## config.mk

```make
export PLATFORM = sky130hd
export DESIGN_NAME = feedback_depth_center_parser
export DESIGN_NICKNAME = d
export VERILOG_FILES = /design/src/hdl/fdcp_pkg.sv /design/src/hdl/feedback_depth_center_parser.sv
export SDC_FILE = /design/constraint.sdc
export NUM_CORES = 1
export LEC_CHECK = 0
export BUFFER_PORTS_ARGS = -buffer_cell sky130_fd_sc_hd__buf_4
export CORE_ASPECT_RATIO = 0.75
export CORE_MARGIN = 4
export CORE_UTILIZATION = 68
export CTS_CLUSTER_SIZE = 14
export DETAILED_ROUTE_END_ITERATION = 8
export GPL_ROUTABILITY_DRIVEN = 1
export GPL_TIMING_DRIVEN = 1
export PLACE_DENSITY = 0.88
export SYNTH_ARGS = -nofsm -noshare
export SYNTH_HDL_FRONTEND = slang
export SYNTH_SLANG_ARGS = --single-unit
```

## constraint.sdc

```tcl
create_clock -name clk -period 18.8 [get_ports clk]
set_input_delay 3.76 -clock clk [delete_from_list [all_inputs] [get_ports clk]]
set_output_delay 3.76 -clock clk [all_outputs]
set_load 0.02 [all_outputs]
```

## src/hdl/fdcp_pkg.sv

```systemverilog
// constants and decode functions for the feedback depth-center parser
// no dependencies; used by the top level and its checker
package fdcp_pkg;

    localparam int unsigned WORD_W   = 32;
    localparam int unsigned COUNT_W  = 17;
    localparam int unsigned DIST_W   = 24;
    localparam int unsigned M_DATA_W = 32;

    localparam logic [COUNT_W-1:0] COUNT_MAX  = 17'd131071;
    localparam logic [DIST_W-1:0]  DIST_MIN   = 24'd7;
    localparam logic [DIST_W-1:0]  DIST_LIMIT = 24'd13107200;

    // token index = token value minus 0x700
    localparam logic [3:0] TOK_PASS_THROUGH = 4'd0;
    localparam logic [3:0] TOK_POINT        = 4'd1;
    localparam logic [3:0] TOK_LINE         = 4'd2;
    localparam logic [3:0] TOK_POLYGON      = 4'd3;
    localparam logic [3:0] TOK_BITMAP       = 4'd4;
    localparam logic [3:0] TOK_DRAW_PIXEL   = 4'd5;
    localparam logic [3:0] TOK_COPY_PIXEL   = 4'd6;
    localparam logic [3:0] TOK_LINE_RESET   = 4'd7;
    localparam logic [3:0] TOK_UNKNOWN      = 4'd8;

    localparam logic [7:0]  EXP_TOKEN = 8'd137;
    localparam logic [7:0]  EXP_BIAS  = 8'd127;
    localparam logic [7:0]  EXP_HALF  = 8'd126;
    localparam logic [10:0] TOK_BASE  = 11'h700;

    // float to token index, unknown for anything outside 0x700..0x707
    function automatic logic [3:0] decode_token(input logic [WORD_W-1:0] w);
        logic [10:0] ip;
        ip = {1'b1, w[22:13]};
        if (w[31] || w[30:23] != EXP_TOKEN || ip[10:3] != TOK_BASE[10:3])
            return TOK_UNKNOWN;
        return {1'b0, ip[2:0]};
    endfunction

    // float to vertex count, truncated, clamped to 0..COUNT_MAX
    function automatic logic [COUNT_W-1:0] decode_count(input logic [WORD_W-1:0] w);
        logic [7:0]  e;
        logic [23:0] sig;
        logic [4:0]  shamt;
        e     = w[30:23] - EXP_BIAS;
        sig   = {1'b1, w[22:0]};
        shamt = 5'd23 - e[4:0];
        if (w[31] || w[30:23] < EXP_BIAS)
            return '0;
        if (e >= 8'd17)
            return COUNT_MAX;
        return COUNT_W'(sig >> shamt);
    endfunction

    // 200 * fraction >> 7, valid only when 0.5 <= z < 1
    function automatic logic [DIST_W-1:0] depth_of(input logic [WORD_W-1:0] w);
        logic [30:0] m;
        logic [30:0] prod;
        m    = {8'd0, w[22:0]};
        prod = (m << 7) + (m << 6) + (m << 3);
        return prod[30:7];
    endfunction

    function automatic logic depth_ok(input logic [WORD_W-1:0] w);
        logic [DIST_W-1:0] d;
        d = depth_of(w);
        return !w[31] && (w[30:23] == EXP_HALF) && (d >= DIST_MIN) && (d < DIST_LIMIT);
    endfunction

endpackage

```

## src/hdl/feedback_depth_center_parser.sv

```systemverilog
// feedback depth-center parser: walks a 3D feedback stream, one word per beat
// depends on fdcp_pkg
//
//  channel   dir  payload                                   beat
//  s_axis    in   tdata = word, tlast = last, tuser = ovf   one feedback word
//  m_axis    out  tdata = depth_center, found, desynced     one per stream
//
// one word per cycle sustained, except while a last word waits on a stalled result
// the input register feeds the token/count/vertex decode, which updates the
// parse state and the result register in the same cycle
// rst_n clears parse state and both valid flags asynchronously
// a stalled result holds only words marked last; other words keep flowing
module feedback_depth_center_parser
(
    input  logic                          clk,
    input  logic                          rst_n,
    input  logic                          s_axis_tvalid,
    output logic                          s_axis_tready,
    input  logic [fdcp_pkg::WORD_W-1:0]   s_axis_tdata,   // [31:0] word
    input  logic                          s_axis_tlast,   // last word of stream
    input  logic                          s_axis_tuser,   // [0] overflow
    output logic                          m_axis_tvalid,
    input  logic                          m_axis_tready,
    output logic [fdcp_pkg::M_DATA_W-1:0] m_axis_tdata    // [23:0] depth_center,
                                                          // [24] found, [25] desynced,
                                                          // [31:26] zero
);

    typedef enum logic [1:0]
    {
        MODE_TOKEN,
        MODE_COUNT,
        MODE_SKIP,
        MODE_VERTEX
    } mode_t;

    // input register
    logic                        in_valid_reg, in_valid_next;
    logic [fdcp_pkg::WORD_W-1:0] in_word_reg;
    logic                        in_last_reg;
    logic                        in_ovf_reg;

    // parse state
    mode_t                        mode_reg, mode_next;
    logic [fdcp_pkg::COUNT_W-1:0] vleft_reg, vleft_next;
    logic [1:0]                   wiv_reg, wiv_next;
    logic                         have_reg, have_next;
    logic [fdcp_pkg::DIST_W-1:0]  min_reg, min_next;
    logic [fdcp_pkg::DIST_W-1:0]  max_reg, max_next;
    logic                         halted_reg, halted_next;

    // result register
    logic                        out_valid_reg, out_valid_next;
    logic [fdcp_pkg::DIST_W-1:0] center_reg, center_next;
    logic                        found_reg, found_next;
    logic                        desync_reg, desync_next;

    logic advance;
    logic accept;

    // a non-last word never needs the output side; a last word needs a free result slot
    assign advance       = in_valid_reg && (!in_last_reg || !out_valid_reg || m_axis_tready);
    assign s_axis_tready = !in_valid_reg || advance;
    assign accept        = s_axis_tvalid && s_axis_tready;

    always_comb
    begin
        mode_t                        p_mode;
        logic [fdcp_pkg::COUNT_W-1:0] p_vleft;
        logic [fdcp_pkg::COUNT_W-1:0] cnt;
        logic [1:0]                   p_wiv;
        logic                         p_have;
        logic [fdcp_pkg::DIST_W-1:0]  p_min;
        logic [fdcp_pkg::DIST_W-1:0]  p_max;
        logic                         p_halted;
        logic [fdcp_pkg::DIST_W-1:0]  d;
        logic [fdcp_pkg::DIST_W:0]    sum;
        logic [3:0]                   tok;

        p_mode   = mode_reg;
        p_vleft  = vleft_reg;
        p_wiv    = wiv_reg;
        p_have   = have_reg;
        p_min    = min_reg;
        p_max    = max_reg;
        p_halted = halted_reg;
        cnt      = fdcp_pkg::decode_count(in_word_reg);
        d        = fdcp_pkg::depth_of(in_word_reg);
        tok      = fdcp_pkg::decode_token(in_word_reg);

        if (!halted_reg)
        begin
            case (mode_reg)
                MODE_TOKEN:
                begin
                    case (tok)
                        fdcp_pkg::TOK_PASS_THROUGH: p_mode = MODE_SKIP;
                        fdcp_pkg::TOK_POINT,
                        fdcp_pkg::TOK_BITMAP,
                        fdcp_pkg::TOK_DRAW_PIXEL,
                        fdcp_pkg::TOK_COPY_PIXEL:
                        begin
                            p_vleft = fdcp_pkg::COUNT_W'(1);
                            p_wiv   = '0;
                            p_mode  = MODE_VERTEX;
                        end
                        fdcp_pkg::TOK_LINE,
                        fdcp_pkg::TOK_LINE_RESET:
                        begin
                            p_vleft = fdcp_pkg::COUNT_W'(2);
                            p_wiv   = '0;
                            p_mode  = MODE_VERTEX;
                        end
                        fdcp_pkg::TOK_POLYGON: p_mode = MODE_COUNT;
                        default: p_halted = 1'b1;
                    endcase
                end
                MODE_COUNT:
                begin
                    p_vleft = cnt;
                    p_wiv   = '0;
                    p_mode  = (cnt != '0) ? MODE_VERTEX : MODE_TOKEN;
                end
                MODE_SKIP:
                begin
                    p_mode = MODE_TOKEN;
                end
                default:
                begin
                    // third word of a vertex carries window z
                    if (wiv_reg >= 2'd2)
                    begin
                        if (fdcp_pkg::depth_ok(in_word_reg))
                        begin
                            if (!have_reg || d < min_reg)
                                p_min = d;
                            if (!have_reg || d > max_reg)
                                p_max = d;
                            p_have = 1'b1;
                        end
                        p_wiv   = '0;
                        p_vleft = vleft_reg - fdcp_pkg::COUNT_W'(1);
                        if (p_vleft == '0)
                            p_mode = MODE_TOKEN;
                    end
                    else
                    begin
                        p_wiv = wiv_reg + 2'd1;
                    end
                end
            endcase
        end

        sum = {1'b0, p_min} + {1'b0, p_max};

        mode_next      = mode_reg;
        vleft_next     = vleft_reg;
        wiv_next       = wiv_reg;
        have_next      = have_reg;
        min_next       = min_reg;
        max_next       = max_reg;
        halted_next    = halted_reg;
        center_next    = center_reg;
        found_next     = found_reg;
        desync_next    = desync_reg;
        out_valid_next = out_valid_reg && !m_axis_tready;

        if (advance)
        begin
            if (in_last_reg)
            begin
                // close the stream and start the next one from a clean state
                out_valid_next = 1'b1;
                center_next    = (p_have && !in_ovf_reg) ? sum[fdcp_pkg::DIST_W:1] : '0;
                found_next     = p_have && !in_ovf_reg;
                desync_next    = p_halted && !in_ovf_reg;
                mode_next      = MODE_TOKEN;
                vleft_next     = '0;
                wiv_next       = '0;
                have_next      = 1'b0;
                min_next       = '0;
                max_next       = '0;
                halted_next    = 1'b0;
            end
            else
            begin
                mode_next   = p_mode;
                vleft_next  = p_vleft;
                wiv_next    = p_wiv;
                have_next   = p_have;
                min_next    = p_min;
                max_next    = p_max;
                halted_next = p_halted;
            end
        end

        in_valid_next = accept || (in_valid_reg && !advance);
    end

    always_ff @(posedge clk or negedge rst_n)
    begin
        if (!rst_n)
        begin
            in_valid_reg  <= 1'b0;
            out_valid_reg <= 1'b0;
            mode_reg      <= MODE_TOKEN;
            vleft_reg     <= '0;
            wiv_reg       <= '0;
            have_reg      <= 1'b0;
            min_reg       <= '0;
            max_reg       <= '0;
            halted_reg    <= 1'b0;
            center_reg    <= '0;
            found_reg     <= 1'b0;
            desync_reg    <= 1'b0;
        end
        else
        begin
            in_valid_reg  <= in_valid_next;
            out_valid_reg <= out_valid_next;
            mode_reg      <= mode_next;
            vleft_reg     <= vleft_next;
            wiv_reg       <= wiv_next;
            have_reg      <= have_next;
            min_reg       <= min_next;
            max_reg       <= max_next;
            halted_reg    <= halted_next;
            center_reg    <= center_next;
            found_reg     <= found_next;
            desync_reg    <= desync_next;
        end
    end

    // input payload, no reset needed
    always_ff @(posedge clk)
    begin
        if (accept)
        begin
            in_word_reg <= s_axis_tdata;
            in_last_reg <= s_axis_tlast;
            in_ovf_reg  <= s_axis_tuser;
        end
    end

    assign m_axis_tvalid = out_valid_reg;
    assign m_axis_tdata  = {6'd0, desync_reg, found_reg, center_reg};

endmodule

```

==> flow_metrics.env <==
export IMPL_antenna_found_initial=0
export IMPL_postCtsSetupBuffers=0
export IMPL_worstMarginPinSlew_ns=1.08
export IMPL_yosysMostFrequentCell="nand2_1"
export IMPL_clkLatencyLatePin_ns=0.43
export IMPL_cp_start_kind="register"
export IMPL_largest_reg_flops=32
export IMPL_synthTopCellsByCount="nand2_1, o21ai_0, ha_1"
export IMPL_synth_seq_cells=133
export IMPL_clock_sinks=133
export IMPL_power_density_nw_per_um2=97.3
export IMPL_gr_usage_met2_pct=47.9
export IMPL_core_area_sq_um=16400
export IMPL_holdWs_ns=0.478
export IMPL_stdcell_count=1627
export IMPL_whs_path_depth=2
export IMPL_grt_use_met3_pct=11.6
export IMPL_max_cap_violations=0
export IMPL_drtPass1Iterations=6
export IMPL_wl_mm=33.5
export IMPL_path_class="reg -> reg"
export IMPL_final_antenna_net_count=0
export IMPL_synthCells=1371
export IMPL_avgViaCountPerCell=6.72
export IMPL_nets=1574
export IMPL_grt_max_degree=56
export IMPL_fmax_ghz=0.113
export IMPL_insertedDiodeCount=0
export IMPL_setup_tns_ns=0
export IMPL_synthDistinctLibCells=79
export IMPL_grt_pass1_wl_mm=53.1
export IMPL_cts_tree="built"
export IMPL_io_buffers=65
export IMPL_dieHeight_um=121
export IMPL_syn_area_sq_um=11600
export IMPL_drt_iter0_drc=1531
export IMPL_yosys_area_top_type="dfrtp_1"
export IMPL_cpMaxStageDelayCell="fa_1"
export IMPL_peakVddDrop_mv=0.0588
export IMPL_avgSynthCellArea_sq_um=8.43
export IMPL_finalHoldViolCount=0
export IMPL_hpwl_mm=24.6
export IMPL_finalSetupViolations=0
export IMPL_grt_busiest_layer="met1"
export IMPL_endpoint_kind="register"
export IMPL_rsz0062_at_grt="false"
export IMPL_yosys_top_cells_area="dfrtp_1, ha_1, edfxtp_1, o21ai_0, nand2_1"
export IMPL_cp_max_fo=41
export IMPL_grt_ovfl_total=0
export IMPL_place_inst=1595
export IMPL_cp_common_cell="o21ai_0"
export IMPL_async_reset_ff_share_pct=74.4
export IMPL_grt_use_total_pct=34.9
export IMPL_clk_pin_slew_worst_paths_ns=0.07
export IMPL_reg2regPathDepth=34
export IMPL_num_vias=10939
export IMPL_finalMaxSlewViolations=0
export IMPL_crit_required_ns=19.10
export IMPL_period_needed_ns=8.86
export IMPL_synth_edff_count=34
export IMPL_clockBufferDepth=2
export IMPL_root_buffer="clkbuf_16"
export IMPL_syn2layout_area_growth_pct=9.48
export IMPL_die_w_um=159
export IMPL_avgRoutedWirePerCell_um=20.6
export IMPL_seq_area_frac_synth_pct=30.3
export IMPL_place_congestion=0.992
export IMPL_clock_skew_ns=0.0135
export IMPL_cts_resized=0
export IMPL_initial_core_util_pct=70.7
export IMPL_row_count=40
export IMPL_synthFlopType="dfrtp_1"
export IMPL_grt_pass1_vias=10092
export IMPL_min_period_over_period_pct=47.1
export IMPL_max_stage_delay_ns=0.56
export IMPL_status="completed"
export IMPL_hold_buffers=0
export IMPL_drive_gt1_share_pct=11.9
export IMPL_htree_levels=4
export IMPL_use_met1_pct=53.2
export IMPL_drc_errors=0
export IMPL_slew_limit_headroom_pct=28.3
export IMPL_synth_top_area_share_pct=21.4
export IMPL_leakage_nw=5.46
export IMPL_numCtsBuffers=17
export IMPL_hp_class="reg -> reg"
export IMPL_io_pins=72
export IMPL_cp_arrival_ns=9.16
export IMPL_yosysWarningCount=0
export IMPL_dieArea_sq_um=19200
==> worst paths after layout <==
kind	slack [ns]	end	from
max in group asynchronous	14.34	max_reg[0]	rst_n
min in group asynchronous	3.34	center_reg[17]	rst_n
max reg2reg	9.94	center_reg[17]	in_word_reg[4]
max	9.94	center_reg[17]	in_word_reg[4]
min	0.48	center_reg[7]	center_reg[7]
min reg2reg	0.48	center_reg[7]	center_reg[7]
==> report_power, final <==
group	switching (mW)	internal [mW]	leakage, nW	total (mW)
combinational	0.346	0.215	3.49	0.561
clock	0.138	0.172	0.269	0.310
sequential	0.0393	0.322	1.70	0.362
total	0.523	0.709	5.46	1.23
==> final cells by class <==
type	instances	area, sq um
clock buffers	20	447
multi-input cells	1089	7460
flip-flops and latches	133	3500
inverters	84	315
fillers	1137	3710
clock inverters	12	78.8
well taps	210	263
repair buffers	79	593
==> cells by family (layout without fill, tap and decap cells) <==
| logic type | count (synthesis) | in the layout | share of synthesized area [%] |
|---|---|---|---|
| compound gates | 418 | 418 | 22.1 |
| xor+xnor | 42 | 42 | 3.18 |
| fa+ha+maj | 132 | 132 | 15.6 |
| buf+inv | 154 | 195 | 5.39 |
| flops | 133 | 133 | 30.3 |
| mux | 46 | 46 | 5.26 |
| other cells | 1 | 6 | 0.0324 |
| simple gates | 445 | 445 | 18.1 |
==> critical path, delay by kind of cell (launching register included) <==
kind                       cells  cell delay (ns)
buffers and inverters          2             0.44
adders and majority gates      5             1.71
DFF                            1             0.54
AOI/OAI and AO/OA             19             4.11
and+or+nand+nor                7             1.36
xor gates and xnor gates       1             0.54
==> stage by stage <==
step                      cell area, sq um  util, %  setup slack, ns  total power, mW
after floorplan                      11600        -            10.96            0.761
after global placement               12100     74.1            10.77            0.880
after detailed placement             12100     74.1            10.30            0.900
after CTS                            12700     77.4            10.21             1.21
after global routing                 12700     77.4             9.26             1.31
final                                12700     77.4             9.94             1.23
==> cells in the final DEF, fill, tap and decap left out, types with 22 or more instances in the layout <==
cell	n
a31oi_1	22
ha_1	111
mux2_2	28
nor3_1	24
nor2_1	73
dfrtp_1	99
nand3_1	27
nand2_1	201
edfxtp_1	34
o21ai_0	160
a21oi_1	103
buf_4	79
inv_1	84
==> per-layer routing <==
metal	part of all wire (%)	vias up	wire length (um)
li1	-	5007	-
met1	44	5113	14700
met2	41	747	13700
met3	13	70	4490
met4	1.6	2	535
met5	0.081	-	27
Note: power is estimated with default switching activity, not from simulation.
